## src/rtl/rational_arithmetic_unit_core_macros.svh

```systemverilog
// assertion macros shared by the rational arithmetic unit rtl
`ifndef RATIONAL_ARITHMETIC_UNIT_CORE_MACROS_SVH
`define RATIONAL_ARITHMETIC_UNIT_CORE_MACROS_SVH

// same-cycle implication, disabled while reset is asserted
`define RAU_ASSERT_IMPL(lbl, clk, rstn, ante, cons) \
  lbl: assert property (@(posedge clk) disable iff (!rstn) (ante) |-> (cons)) \
    else $error("rau: implication check failed");

// next-cycle implication, disabled while reset is asserted
`define RAU_ASSERT_NEXT(lbl, clk, rstn, ante, cons) \
  lbl: assert property (@(posedge clk) disable iff (!rstn) (ante) |=> (cons)) \
    else $error("rau: next-cycle check failed");

`endif

```

## src/rtl/rau_pkg.sv

```systemverilog
// package with widths, codes and types of the rational arithmetic unit
package rau_pkg;

  localparam int FIELD_W   = 32;
  localparam int WORD_BITS = 32;
  localparam int MAG_W     = FIELD_W;
  localparam int PROD_W    = 2 * MAG_W;
  localparam int CNT_W     = $clog2(PROD_W);
  localparam int RES_DEN_W = FIELD_W - 1;

  localparam logic [PROD_W-1:0] LIMIT     = (PROD_W'(1) << (WORD_BITS - 1)) - PROD_W'(1);
  localparam logic [PROD_W-1:0] LIMIT_NEG = LIMIT + PROD_W'(1);

  typedef enum logic [1:0] {
    MODE_ADD  = 2'd0,
    MODE_MUL  = 2'd1,
    MODE_DIV  = 2'd2,
    MODE_NORM = 2'd3
  } mode_e;

  typedef enum logic [1:0] {
    ST_OK   = 2'd0,
    ST_ZERO = 2'd1,
    ST_OVF  = 2'd2
  } status_e;

  typedef enum logic {
    ALU_ADD,
    ALU_SUB
  } alu_op_e;

  typedef struct packed {
    logic [PROD_W-1:0] sum;
    logic              ge;
    logic              eq;
  } alu_res_t;

  typedef enum logic [3:0] {
    S_IDLE,
    S_MUL_X,
    S_MUL_D,
    S_MUL_Y,
    S_MUL_W,
    S_SUM,
    S_GCD,
    S_DIV,
    S_FIN,
    S_PUSH
  } state_e;

endpackage

```

## src/rtl/rau_if.sv

```systemverilog
// valid/ready channel interfaces for operand and result items
interface rau_in_if;
  import rau_pkg::*;

  logic                       valid;
  logic                       ready;
  mode_e                      mode;
  logic signed [FIELD_W-1:0]  a_num;
  logic signed [FIELD_W-1:0]  a_den;
  logic signed [FIELD_W-1:0]  b_num;
  logic signed [FIELD_W-1:0]  b_den;

  modport source (output valid, mode, a_num, a_den, b_num, b_den, input ready);
  modport sink   (input valid, mode, a_num, a_den, b_num, b_den, output ready);
endinterface

interface rau_out_if;
  import rau_pkg::*;

  logic                       valid;
  logic                       ready;
  logic signed [FIELD_W-1:0]  result_num;
  logic [RES_DEN_W-1:0]       result_den;
  status_e                    status;

  modport source (output valid, result_num, result_den, status, input ready);
  modport sink   (input valid, result_num, result_den, status, output ready);
endinterface

```

## src/rtl/rau_mul.sv

```systemverilog
// registered magnitude multiplier, one product per cycle
module rau_mul (
  input  logic                        clk_i,
  input  logic [rau_pkg::MAG_W-1:0]   a_i,
  input  logic [rau_pkg::MAG_W-1:0]   b_i,
  output logic [rau_pkg::PROD_W-1:0]  p_o
);
  import rau_pkg::*;

  always_ff @(posedge clk_i) begin
    p_o <= PROD_W'(a_i) * PROD_W'(b_i);
  end

endmodule

```

## src/rtl/rau_sub.sv

```systemverilog
// shared double-width add/subtract and compare unit
module rau_sub (
  input  logic [rau_pkg::PROD_W-1:0]  a_i,
  input  logic [rau_pkg::PROD_W-1:0]  b_i,
  input  rau_pkg::alu_op_e            op_i,
  output rau_pkg::alu_res_t           res_o
);
  import rau_pkg::*;

  logic [PROD_W:0]   full;
  logic [PROD_W-1:0] b_eff;
  logic              is_sub;

  always_comb begin
    is_sub = (op_i == ALU_SUB);
    b_eff  = is_sub ? ~b_i : b_i;
    full   = {1'b0, a_i} + {1'b0, b_eff} + {{PROD_W{1'b0}}, is_sub};
    // carry out of a subtract means no borrow, a >= b
    res_o.sum = full[PROD_W-1:0];
    res_o.ge  = full[PROD_W];
    res_o.eq  = (a_i == b_i);
  end

endmodule

```

## src/rtl/rational_arithmetic_unit_core.sv

```systemverilog
// top level of the rational arithmetic unit: sequencer and datapath registers
//
//   channel  dir  handshake           payload
//   in_i     in   valid/ready (sink)  mode, a_num, a_den, b_num, b_den
//   out_o    out  valid/ready (src)   result_num, result_den, status
//
// an item passes through four multiplier states, one or two sum states, the
// binary gcd steps and two 64-bit restoring divisions on the shared 64-bit
// subtractor, a finish state and a push state. a zero denominator or divisor
// goes from the first multiplier state to push, a zero numerator from the sum
// state. in_i.ready is high only while the sequencer is idle. the output
// register holds a result until taken, so a new item is accepted while the
// last result still waits. reset clears the sequencer and out valid.
`include "rational_arithmetic_unit_core_macros.svh"

module rational_arithmetic_unit_core (
  input  logic  clk_i,
  input  logic  rst_ni,
  rau_in_if.sink    in_i,
  rau_out_if.source out_o
);
  import rau_pkg::*;

  // sequencer
  state_e state_q, state_d;

  // captured operands in sign-magnitude form
  mode_e             mode_q;
  logic [MAG_W-1:0]  an_q, ad_q, bn_q, bd_q;
  logic              an_neg_q, ad_neg_q, bn_neg_q, bd_neg_q;

  // cross products and their signs: x and y are the numerator terms
  logic [PROD_W-1:0] x_q, y_q, d_q, n_q;
  logic              xn_q, yn_q, dn_q, nn_q;

  // gcd and division working registers
  logic [PROD_W-1:0] u_q, v_q, g_q, q_q, rem_q, rn_q;
  logic [CNT_W-1:0]  k_q, cnt_q;
  logic              phase_q;

  // staged result waiting for the output register
  logic [FIELD_W-1:0]   st_num_q;
  logic [RES_DEN_W-1:0] st_den_q;
  status_e              st_stat_q;

  // output register
  logic                 ov_q;
  logic [FIELD_W-1:0]   out_num_q;
  logic [RES_DEN_W-1:0] out_den_q;
  status_e              out_stat_q;

  // combinational
  logic [MAG_W-1:0]  mul_a, mul_b, mul_x_b, mul_d_b, mul_y_a;
  logic [PROD_W-1:0] prod;
  logic [PROD_W-1:0] alu_a, alu_b;
  alu_op_e           alu_op;
  alu_res_t          alu_res;
  logic              sx, sd, sy;
  logic              op_err;
  logic              sum_done;
  logic [PROD_W-1:0] rem_sh, q_nx;
  logic              cnt_last;
  logic              fin_neg, fin_ovf;
  logic [FIELD_W-1:0] fin_num;
  logic              out_free;
  logic              in_acc;

  function automatic logic [MAG_W-1:0] sm_mag(input logic [FIELD_W-1:0] v);
    sm_mag = v[FIELD_W-1] ? (MAG_W'(0) - MAG_W'(v)) : MAG_W'(v);
  endfunction

  rau_mul u_mul (
    .clk_i (clk_i),
    .a_i   (mul_a),
    .b_i   (mul_b),
    .p_o   (prod)
  );

  rau_sub u_sub (
    .a_i   (alu_a),
    .b_i   (alu_b),
    .op_i  (alu_op),
    .res_o (alu_res)
  );

  assign in_acc   = in_i.valid && in_i.ready;
  assign out_free = !ov_q || out_o.ready;

  // factor and sign selection per operation; normalize multiplies by one
  always_comb begin
    sx      = an_neg_q ^ bd_neg_q;
    sd      = ad_neg_q ^ bd_neg_q;
    sy      = bn_neg_q ^ ad_neg_q;
    mul_x_b = bd_q;
    mul_d_b = bd_q;
    mul_y_a = bn_q;
    case (mode_q)
      MODE_MUL: begin
        sx      = an_neg_q ^ bn_neg_q;
        sy      = 1'b0;
        mul_x_b = bn_q;
        mul_y_a = '0;
      end
      MODE_DIV: begin
        sd      = ad_neg_q ^ bn_neg_q;
        sy      = 1'b0;
        mul_d_b = bn_q;
        mul_y_a = '0;
      end
      MODE_NORM: begin
        sx      = an_neg_q;
        sd      = ad_neg_q;
        sy      = 1'b0;
        mul_x_b = MAG_W'(1);
        mul_d_b = MAG_W'(1);
        mul_y_a = '0;
      end
      default: begin
        // add keeps the defaults above
      end
    endcase
  end

  // zero denominator, or zero divisor in divide mode
  assign op_err = (ad_q == '0) ||
                  ((mode_q != MODE_NORM) && (bd_q == '0)) ||
                  ((mode_q == MODE_DIV) && (bn_q == '0));

  assign sum_done = (xn_q == yn_q) || alu_res.ge;

  // restoring division step: shift dividend bit into the remainder
  assign rem_sh   = {rem_q[PROD_W-2:0], q_q[PROD_W-1]};
  assign q_nx     = {q_q[PROD_W-2:0], alu_res.ge};
  assign cnt_last = (cnt_q == CNT_W'(PROD_W - 1));

  // final range check; q_q holds the reduced denominator here
  assign fin_neg = nn_q ^ dn_q;
  assign fin_ovf = (q_q > LIMIT) || (!fin_neg && (rn_q > LIMIT)) ||
                   (fin_neg && (rn_q > LIMIT_NEG));
  assign fin_num = fin_neg ? (FIELD_W'(0) - rn_q[FIELD_W-1:0]) : rn_q[FIELD_W-1:0];

  // next state
  always_comb begin
    state_d = state_q;
    case (state_q)
      S_IDLE:  if (in_i.valid) state_d = S_MUL_X;
      S_MUL_X: state_d = op_err ? S_PUSH : S_MUL_D;
      S_MUL_D: state_d = S_MUL_Y;
      S_MUL_Y: state_d = S_MUL_W;
      S_MUL_W: state_d = S_SUM;
      S_SUM: begin
        if (sum_done) state_d = (alu_res.sum == '0) ? S_PUSH : S_GCD;
      end
      S_GCD:   if (alu_res.eq) state_d = S_DIV;
      S_DIV:   if (cnt_last && phase_q) state_d = S_FIN;
      S_FIN:   state_d = S_PUSH;
      S_PUSH:  if (out_free) state_d = S_IDLE;
      default: state_d = S_IDLE;
    endcase
  end

  // sequencer outputs: handshake and operand steering of the shared units
  always_comb begin
    in_i.ready = 1'b0;
    mul_a      = '0;
    mul_b      = '0;
    alu_a      = x_q;
    alu_b      = y_q;
    alu_op     = ALU_ADD;
    case (state_q)
      S_IDLE:  in_i.ready = 1'b1;
      S_MUL_X: begin
        mul_a = an_q;
        mul_b = mul_x_b;
      end
      S_MUL_D: begin
        mul_a = ad_q;
        mul_b = mul_d_b;
      end
      S_MUL_Y: begin
        mul_a = mul_y_a;
        mul_b = ad_q;
      end
      S_SUM:   alu_op = (xn_q == yn_q) ? ALU_ADD : ALU_SUB;
      S_GCD: begin
        alu_a  = u_q;
        alu_b  = v_q;
        alu_op = ALU_SUB;
      end
      S_DIV: begin
        alu_a  = rem_sh;
        alu_b  = g_q;
        alu_op = ALU_SUB;
      end
      default: begin
        // units idle
      end
    endcase
  end

  always_ff @(posedge clk_i or negedge rst_ni) begin
    if (!rst_ni) begin
      state_q <= S_IDLE;
      cnt_q   <= '0;
      phase_q <= 1'b0;
      k_q     <= '0;
    end else begin
      state_q <= state_d;
      case (state_q)
        S_GCD: begin
          if (alu_res.eq) begin
            cnt_q   <= '0;
            phase_q <= 1'b0;
          end else if (!u_q[0] && !v_q[0]) begin
            k_q <= k_q + 1'b1;
          end
        end
        S_DIV: begin
          cnt_q <= cnt_last ? '0 : cnt_q + 1'b1;
          if (cnt_last) phase_q <= 1'b1;
        end
        S_SUM:   k_q <= '0;
        default: begin
        end
      endcase
    end
  end

  // datapath registers
  always_ff @(posedge clk_i) begin
    case (state_q)
      S_IDLE: begin
        if (in_acc) begin
          mode_q   <= in_i.mode;
          an_q     <= sm_mag(in_i.a_num);
          ad_q     <= sm_mag(in_i.a_den);
          bn_q     <= sm_mag(in_i.b_num);
          bd_q     <= sm_mag(in_i.b_den);
          an_neg_q <= in_i.a_num[FIELD_W-1];
          ad_neg_q <= in_i.a_den[FIELD_W-1];
          bn_neg_q <= in_i.b_num[FIELD_W-1];
          bd_neg_q <= in_i.b_den[FIELD_W-1];
        end
      end
      S_MUL_X: begin
        st_num_q  <= '0;
        st_den_q  <= '0;
        st_stat_q <= ST_ZERO;
      end
      S_MUL_D: begin
        x_q  <= prod;
        xn_q <= sx;
      end
      S_MUL_Y: begin
        d_q  <= prod;
        dn_q <= sd;
      end
      S_MUL_W: begin
        y_q  <= prod;
        yn_q <= sy;
      end
      S_SUM: begin
        if (sum_done) begin
          n_q       <= alu_res.sum;
          nn_q      <= xn_q;
          u_q       <= alu_res.sum;
          v_q       <= d_q;
          // zero numerator reduces to 0/1
          st_num_q  <= '0;
          st_den_q  <= RES_DEN_W'(1);
          st_stat_q <= ST_OK;
        end else begin
          // opposite signs with the smaller term first: swap and retry
          x_q  <= y_q;
          y_q  <= x_q;
          xn_q <= yn_q;
          yn_q <= xn_q;
        end
      end
      S_GCD: begin
        // binary gcd step, common factors of two counted in k
        if (alu_res.eq) begin
          g_q   <= u_q << k_q;
          q_q   <= n_q;
          rem_q <= '0;
        end else if (!u_q[0] && !v_q[0]) begin
          u_q <= u_q >> 1;
          v_q <= v_q >> 1;
        end else if (!u_q[0]) begin
          u_q <= u_q >> 1;
        end else if (!v_q[0]) begin
          v_q <= v_q >> 1;
        end else if (alu_res.ge) begin
          u_q <= alu_res.sum >> 1;
        end else begin
          u_q <= v_q;
          v_q <= u_q;
        end
      end
      S_DIV: begin
        if (cnt_last && !phase_q) begin
          // numerator quotient done, start on the denominator
          rn_q  <= q_nx;
          q_q   <= d_q;
          rem_q <= '0;
        end else begin
          rem_q <= alu_res.ge ? alu_res.sum : rem_sh;
          q_q   <= q_nx;
        end
      end
      S_FIN: begin
        if (fin_ovf) begin
          st_num_q  <= '0;
          st_den_q  <= '0;
          st_stat_q <= ST_OVF;
        end else begin
          st_num_q  <= fin_num;
          st_den_q  <= q_q[RES_DEN_W-1:0];
          st_stat_q <= ST_OK;
        end
      end
      default: begin
      end
    endcase
  end

  // output register, loaded from the staged result when free
  always_ff @(posedge clk_i or negedge rst_ni) begin
    if (!rst_ni) begin
      ov_q <= 1'b0;
    end else if ((state_q == S_PUSH) && out_free) begin
      ov_q <= 1'b1;
    end else if (out_o.ready) begin
      ov_q <= 1'b0;
    end
  end

  always_ff @(posedge clk_i) begin
    if ((state_q == S_PUSH) && out_free) begin
      out_num_q  <= st_num_q;
      out_den_q  <= st_den_q;
      out_stat_q <= st_stat_q;
    end
  end

  assign out_o.valid      = ov_q;
  assign out_o.result_num = $signed(out_num_q);
  assign out_o.result_den = out_den_q;
  assign out_o.status     = out_stat_q;

  `RAU_ASSERT_NEXT(a_accept_starts, clk_i, rst_ni, in_acc, state_q == S_MUL_X)
  `RAU_ASSERT_IMPL(a_gcd_nonzero, clk_i, rst_ni, state_q == S_GCD, (u_q != '0) && (v_q != '0))
  `RAU_ASSERT_IMPL(a_div_nonzero, clk_i, rst_ni, state_q == S_DIV, g_q != '0)
  `RAU_ASSERT_IMPL(a_ok_den, clk_i, rst_ni, ov_q && (out_stat_q == ST_OK), out_den_q != '0)
  `RAU_ASSERT_IMPL(a_err_zero, clk_i, rst_ni, ov_q && (out_stat_q != ST_OK), (out_num_q == '0) && (out_den_q == '0))

endmodule
```

## src/flat_wrapper.sv

```systemverilog
// flat-port wrapper written by rule: the top's interface ports become plain ports
module rational_arithmetic_unit_core_flat import rau_pkg::*;
  (clk_i, rst_ni, in_i_valid, in_i_mode, in_i_a_num, in_i_a_den, in_i_b_num, in_i_b_den, in_i_ready, out_o_valid, out_o_result_num, out_o_result_den, out_o_status, out_o_ready);
  rau_in_if in_i_i ();
  rau_out_if out_o_i ();
  input  logic clk_i;
  input  logic rst_ni;
  input wire logic [$bits(in_i_i.valid)-1:0] in_i_valid;
  input wire logic [$bits(in_i_i.mode)-1:0] in_i_mode;
  input wire logic [$bits(in_i_i.a_num)-1:0] in_i_a_num;
  input wire logic [$bits(in_i_i.a_den)-1:0] in_i_a_den;
  input wire logic [$bits(in_i_i.b_num)-1:0] in_i_b_num;
  input wire logic [$bits(in_i_i.b_den)-1:0] in_i_b_den;
  output wire logic [$bits(in_i_i.ready)-1:0] in_i_ready;
  output wire logic [$bits(out_o_i.valid)-1:0] out_o_valid;
  output wire logic [$bits(out_o_i.result_num)-1:0] out_o_result_num;
  output wire logic [$bits(out_o_i.result_den)-1:0] out_o_result_den;
  output wire logic [$bits(out_o_i.status)-1:0] out_o_status;
  input wire logic [$bits(out_o_i.ready)-1:0] out_o_ready;
  assign in_i_i.valid = in_i_valid;
  assign in_i_i.mode = in_i_mode;
  assign in_i_i.a_num = in_i_a_num;
  assign in_i_i.a_den = in_i_a_den;
  assign in_i_i.b_num = in_i_b_num;
  assign in_i_i.b_den = in_i_b_den;
  assign in_i_ready = in_i_i.ready;
  assign out_o_valid = out_o_i.valid;
  assign out_o_result_num = out_o_i.result_num;
  assign out_o_result_den = out_o_i.result_den;
  assign out_o_status = out_o_i.status;
  assign out_o_i.ready = out_o_ready;
  rational_arithmetic_unit_core u_core (.clk_i(clk_i), .rst_ni(rst_ni), .in_i(in_i_i), .out_o(out_o_i));
endmodule
```

## config.mk

```make
export PLATFORM = sky130hd
export DESIGN_NAME = rational_arithmetic_unit_core_flat
export DESIGN_NICKNAME = d
export VERILOG_FILES = /design/src/rtl/rau_pkg.sv /design/src/rtl/rau_if.sv /design/src/rtl/rau_mul.sv /design/src/rtl/rau_sub.sv /design/src/rtl/rational_arithmetic_unit_core.sv /design/src/flat_wrapper.sv
export VERILOG_INCLUDE_DIRS = /design/src /design/src/rtl
export SDC_FILE = /design/constraint.sdc
export NUM_CORES = 2
export LEC_CHECK = 0
export ABC_AREA = 1
export BUFFER_PORTS_ARGS = -buffer_cell sky130_fd_sc_hd__buf_4
export CORE_ASPECT_RATIO = 1.75
export CORE_MARGIN = 2
export CORE_UTILIZATION = 45
export CTS_BUF_LIST = sky130_fd_sc_hd__clkbuf_4 sky130_fd_sc_hd__clkbuf_8
export CTS_CLUSTER_DIAMETER = 80
export DETAILED_ROUTE_END_ITERATION = 6
export PLACE_DENSITY_LB_ADDON = 0.25
export SYNTH_ARGS = -nofsm -noshare
export SYNTH_HDL_FRONTEND = slang
export SYNTH_SLANG_ARGS = --single-unit
```

## constraint.sdc

```tcl
create_clock -name clk_i -period 21.9 [get_ports clk_i]
set_input_delay 1.095 -clock clk_i [delete_from_list [all_inputs] [get_ports clk_i]]
set_output_delay 1.095 -clock clk_i [all_outputs]
set_load 0.01 [all_outputs]
```

# Yosys cells after proc, flatten, opt, wreduce, memory -nomap -nowiden

Cells that the tools add are included.

Register bits: 989
Logic and storage cells: 213
Input port bits: 134

Multiplexer cells: 76
$mul: 1
Reduce and logical (&&, ||, !) cells: 48
Add/sub/neg operators: 9
Shift operators: 1
Bitwise operators: 6
Equal/unequal tests: 28
Order comparisons: 3

Operator list:

| operator                                                                | count |
|---|---|
| 64-bit 2-to-1 mux                                                       | 17 |
| 64-bit one-hot mux with 2 select lines                                  | 7 |
| 32-bit one-hot mux with 3 select lines                                  | 3 |
| 63-bit 2-to-1 mux                                                       | 3 |
| 31-bit 2-to-1 mux                                                       | 6 |
| 1-bit by 32-bit subtractor with 32-bit output (first input constant)    | 5 |
| 64-bit by 31-bit > comparator with 1-bit output (second input constant) | 2 |
| 32-bit 2-to-1 mux                                                       | 4 |
| 32-bit one-hot mux with 2 select lines                                  | 2 |
| 63-bit one-hot mux with 2 select lines                                  | 1 |
| 32-bit zero test                                                        | 3 |
| 31-bit one-hot mux with 3 select lines                                  | 1 |
| 64-bit by 64-bit adder with 65-bit output                               | 1 |
| 65-bit by 1-bit adder with 65-bit output                                | 1 |
| 64-bit == test                                                          | 1 |
| 64-bit by 32-bit > comparator with 1-bit output (second input constant) | 1 |
| 64-bit zero test                                                        | 1 |
| 32-bit by 32-bit multiplier with 64-bit output                          | 1 |
| 64-bit NOT                                                              | 1 |
| 64-bit by 6-bit left shift with 64-bit output                           | 1 |
| 4-bit one-hot mux with 10 select lines                                  | 1 |
| 4-bit 2-to-1 mux                                                        | 7 |
| 6-bit 2-to-1 mux                                                        | 4 |
| 6-bit one-hot mux with 2 select lines                                   | 2 |
| other kinds (30)                                                        | 96 |

# Depth between registers and ports, before layout

Depth after elaboration: 12
Gate-level depth with buffers: 43

# Cells and area by module

A second synthesis with hierarchy kept.

Cell total of the unflattened synthesis: 11,563
Area total of the unflattened synthesis: 92,012.0 sq um

By module, submodules not included:

| module                        | cells each | times used | area an instance (sq um) |
|---|---|---|---|
| rational_arithmetic_unit_core | 5,241      | 1          | 47,884.7 |
| rau_mul                       | 5,023      | 1          | 37,382.1 |
| rau_sub                       | 1,299      | 1          | 6,745.2 |

# Worst setup path after synthesis

No wires, ideal clock.

Path kind: input port to flip-flop
From: input port in_i_valid
To: register u_core.ad_neg_q, enable pin
Setup time: 0.793 ns
Data arrival time: 10.152 ns
Buffers on the path: 0
Stages on the path: 2
Slack: 10.955 ns
Path through: inv_1 nor3_1

Word-level cells in the longest chain between the ends: 2

Ends and longest elaborated chain:

| element                              | RTL line                             | text |
|---|---|---|
| start: declaration                   | flat_wrapper.sv:8                    | `input wire logic [$bits(in_i_i.valid)-1:0] in_i_valid;` |
| 1-bit logical AND                    | rational_arithmetic_unit_core.sv:86  | `assign in_acc = in_i.valid && in_i.ready;` |
| 2-bit AND reduction (no source line) | n/a                                  |  |
| end signal: assignment               | rational_arithmetic_unit_core.sv:240 | `ad_neg_q <= in_i.a_den[FIELD_W-1];` |
| end: declaration                     | rational_arithmetic_unit_core.sv:30  | `logic an_neg_q, ad_neg_q, bn_neg_q, bd_neg_q;` |

Every way passes these cells.
A chain may end at the register's enable or synchronous reset.

# Worst setup path in the final report

From: register u_core.state_q[2]
To: register u_core.u_mul.p_o[58] (netlist name)

Word-level cells in the longest chain between the ends: 3
Elaborated cells between the ends (all ways): 6
Classes of those cells: mul (1); eq/ne (3); mux (2)

Ends and longest elaborated chain:

| element                                                                                              | RTL line                             | text |
|---|---|---|
| start: declaration                                                                                   | rational_arithmetic_unit_core.sv:25  | `state_e state_q, state_d;` |
| start signal: assignment                                                                             | rational_arithmetic_unit_core.sv:208 | `state_q <= state_d;` |
| 4-bit by 2-bit == test with 1-bit output or 4-bit by 1-bit == test with 1-bit output (tied branches) | rational_arithmetic_unit_core.sv:170 | `case (state_q)` |
| 32-bit one-hot mux with 3 select lines                                                               | rational_arithmetic_unit_core.sv:170 |  |
| 32-bit by 32-bit multiplier with 64-bit output (*)                                                   | rau_mul.sv:11                        | `p_o <= PROD_W'(a_i) * PROD_W'(b_i);` |
| end signal: assignment                                                                               | rau_mul.sv:11                        |  |
| end: declaration                                                                                     | rau_mul.sv:6                         | `output logic [rau_pkg::PROD_W-1:0] p_o` |

Mark *: on every way between the ends. The rest lies on a longest branch, timed or not.

==> Implementation_results.wiki <==
{| class="wikitable"
! Metric !! Value
|-
| Count of hold buffers inserted by post-cts repair || 0
|-
| Non-filler cells, final || 13131
|-
| Time the final worst path needs with I/O delays and setup || 10.55 ns
|-
| Synthesized netlist net count || 11759
|-
| Routed via count || 73040
|-
| Clk pin slew, worst setup/hold paths || 0.06 ns
|-
| H-tree depth reported by CTS || 4
|-
| Unrepaired setup endpoints after global routing || false
|-
| Final weighted congestion in routability-driven placement || 1.015
|-
| Arrival time worst endpoint || 11.28 ns
|-
| Flip-flop and latch area || 0.02897 mm²
|-
| Detailed-router iteration count before antenna repair || 7
|-
| WP data required || 22.63 ns
|-
| Final Hold Violating Endpoints || 0
|-
| Category of the worst setup path launch point || flip-flop
|-
| Starting density of the core || 0.4516
|-
| Die W || 338.6 µm
|-
| Congestion Overflow GR || 0
|-
| Async S/R FF share, synth || 0.01820
|-
| Final WL || 329600 µm
|-
| Avg WL per Cell || 25.10 µm
|-
| Most instantiated flip-flop cell in the synthesis netlist || sky130_fd_sc_hd__edfxtp_1
|-
| Maximum buffer depth of the clock tree || 4
|-
| Die area || 0.1997 mm²
|-
| Number of gates resized after CTS || 0
|-
| Drc violations || 0
|-
| Site row count || 215
|-
| Number of buffers inserted by port buffering || 200
|-
| Filler Cell Count || 18964
|-
| Worst hold path class || input pin to async pin
|-
| Max Clk Rate || 94.80 MHz
|-
| Post-synth EDFFs || 907
|-
| Hold slack final || 0.1222 ns
|-
| Number of setup violations in the final report || 0
|-
| Register area share after synthesis || 0.3285
|-
| Final ANT Viol Nets || 0
|-
| Max Fanout on Critical Path || 32
|-
| Syn_area_per_cell || 8.484 µm²
|-
| Initial antenna violation count || 8
|-
| Post-synth design cell area || 0.08819 mm²
|-
| Slew at the pin with the worst max-slew slack || 1.366 ns
|-
| Die outline height || 589.6 µm
|-
| TritonCTS clock tree || done
|-
| Number of nets in the layout || 11769
|-
| Clk_lat worst skew || 0.95 ns
|-
| Remaining max-slew budget at the tightest pin || 0.08120
|-
| Total CTS buffers || 156
|-
| Half-perimeter wire length after placement || 255300 µm
|-
| Vias in the first global route || 76696
|-
| Clock net sink count || 989
|-
| Synthesis-stage register bit count || 989
|-
| Area growth from synthesis to layout || 8.192%
|-
| Kind of capture point of the worst setup path || flip-flop
|-
| Crit-path slowest cell || sky130_fd_sc_hd__nor2_1
|-
| Overall fraction of global-route tracks in use || 0.3272
|-
| Classification of the worst setup path || flip-flop to flip-flop
|-
| First-iteration detailed-routing DRC count || 6553
|-
| Max cap viols || 0
|-
| Most used cell, CP || sky130_fd_sc_hd__fa_1
|-
| Wire length of the first global-routing pass || 481500 µm
|-
| Post-synth cell types || 65
|-
| Pin count of the biggest net entering global routing || 76
|-
| Clock tree skew after final layout || 0.1535 ns
|-
| Result of the run || completed
|-
| Cell at the root of the clock tree || sky130_fd_sc_hd__clkbuf_8
|-
| Setup Buffers After CTS || 0
|-
| Number of standard cells after synthesis || 10395
|-
| Sum of negative setup slack || 0 ns
|-
| Post-route clock period utilization || 0.4817
|-
| Max-slew violation total from the final report || 0
|-
| Area of the multi-input gates || 0.04898 mm²
|-
| Warnings, synthesis || 0
|-
| Routed vias/inst || 5.562
|-
| Area of the core || 0.1953 mm²
|-
| Max incr delay on CP || 0.69 ns
|-
| Number of placed I/O pins || 201
|-
| Share of cells above drive strength 1 || 0.06929
|-
| Post-placement cell count || 12851
|}
-- cell families (layout without fill, tap and decap cells) --
kind of cell	after synthesis	count (layout)	share of synthesized area
and+or+nand+nor	3700	3700	0.1681
buffers and inverters	2749	2875	0.1187
AOI/OAI and AO/OA	1334	1334	0.09411
adders and majority gates	1230	1230	0.2509
DFF	989	989	0.3285
xor gates and xnor gates	350	350	0.03484
muxes	43	43	0.004881
other	0	6	0
-- critical path: cells and delay by family, from the launching register on --
family | cells | cell delay (ns)
fa+ha+maj | 9 | 4.37
compound gates | 7 | 2.05
simple gates | 8 | 1.71
buf+inv | 9 | 1.63
flops | 1 | 0.47
xor+xnor | 1 | 0.16
-- per-layer routing --
| metal | global-route usage | routed length, µm |
|---|---|---|
| met5 | 0 | 15 |
| met4 | 0.3025 | 37070 |
| met3 | 0.04003 | 19760 |
| met2 | 0.5977 | 169000 |
| met1 | 0.3202 | 103700 |
-- metrics by stage --
stage,area (µm²),worst slack [ns],util
floorplan,88190,10.96,-
global placement,92240,11.56,0.4723
detailed placement,92240,11.59,0.4723
CTS,95400,11.50,0.4885
global route,95410,10.78,0.4885
finish,95410,11.35,0.4886
-- cell type report --
type	instances	share of cell area
Tap cell	2604	0.03415
Multi-Input combinational cell	6657	0.5134
Clock inverter	71	0.006137
Timing Repair Buffer	331	0.02617
Antenna cell	6	0.0001574
Sequential cell	989	0.3036
Clock buffer	203	0.02692
Inverter	2270	0.08947
-- flip-flops by register name, indices dropped and copies added (netlist names), 4 cells and up --
signal,cells
u_core.cnt_q,6
u_core.state_q,4
u_core.st_num_q,32
u_core.st_den_q,31
u_core.rn_q,64
u_core.u_mul.p_o,64
u_core.u_q,64
u_core.bd_q,32
u_core.bn_q,32
u_core.x_q,64
u_core.k_q,6
u_core.ad_q,32
u_core.rem_q,63
u_core.v_q,64
u_core.g_q,64
u_core.d_q,64
u_core.an_q,32
u_core.y_q,64
u_core.n_q,64
u_core.q_q,64
u_core.out_o.result_num,32
u_core.out_o.result_den,31
-- final timing paths --
check / from / endpoint / slack, ns / depth (start not counted)
max: u_core.state_q[2] / u_core.u_mul.p_o[58] / 11.35 / 34
min: rst_ni / u_core.out_o.valid / 0.12 / 1
max reg2reg: u_core.state_q[2] / u_core.u_mul.p_o[58] / 11.35 / 34
min reg2reg: u_core.u_mul.p_o[8] / u_core.d_q[8] / 0.39 / 0
max in group asynchronous: rst_ni / u_core.k_q[0] / 21.48 / 1
min in group clk_i: in_i_mode[0] / u_core.mode_q[0] / 0.37 / 1
-- cells in the mapped netlist (all sizes together) (70+ instances only) --
master | n | area [µm²]
inv | 2264 | 8503
o211ai | 118 | 885.9
a21oi | 303 | 1520
ha | 333 | 4167
xnor2 | 173 | 1523
fa | 897 | 17960
xor2 | 177 | 1550
edfxtp | 907 | 27240
nand3 | 246 | 1241
o22ai | 123 | 769.5
clkbuf | 403 | 1513
o21ai | 475 | 2392
buf | 76 | 432.9
nor2 | 572 | 2177
o221ai | 101 | 884.6
nand2 | 2649 | 9997
nor3 | 70 | 350.3
-- placed cells by master (no fill, tap or decap), types with 68 or more instances in the layout --
| master | Yosys | final |
|---|---|---|
| sky130_fd_sc_hd__clkbuf_8 | 0 | 167 |
| sky130_fd_sc_hd__o211ai_1 | 118 | 118 |
| sky130_fd_sc_hd__ha_1 | 333 | 333 |
| sky130_fd_sc_hd__nor2_1 | 566 | 561 |
| sky130_fd_sc_hd__nor3_1 | 70 | 68 |
| sky130_fd_sc_hd__nand2_1 | 2633 | 2625 |
| sky130_fd_sc_hd__nand3_1 | 244 | 241 |
| sky130_fd_sc_hd__buf_4 | 10 | 330 |
| sky130_fd_sc_hd__o221ai_1 | 101 | 86 |
| sky130_fd_sc_hd__o21ai_0 | 469 | 468 |
| sky130_fd_sc_hd__xor2_1 | 177 | 177 |
| sky130_fd_sc_hd__edfxtp_1 | 907 | 907 |
| sky130_fd_sc_hd__o22ai_1 | 123 | 123 |
| sky130_fd_sc_hd__xnor2_1 | 172 | 172 |
| sky130_fd_sc_hd__fa_1 | 897 | 897 |
| sky130_fd_sc_hd__a21oi_1 | 302 | 301 |
| sky130_fd_sc_hd__inv_1 | 2259 | 2248 |
Power is not shown: default switching activity piles up to over one toggle a cycle in this logic, so the estimate is an artifact.
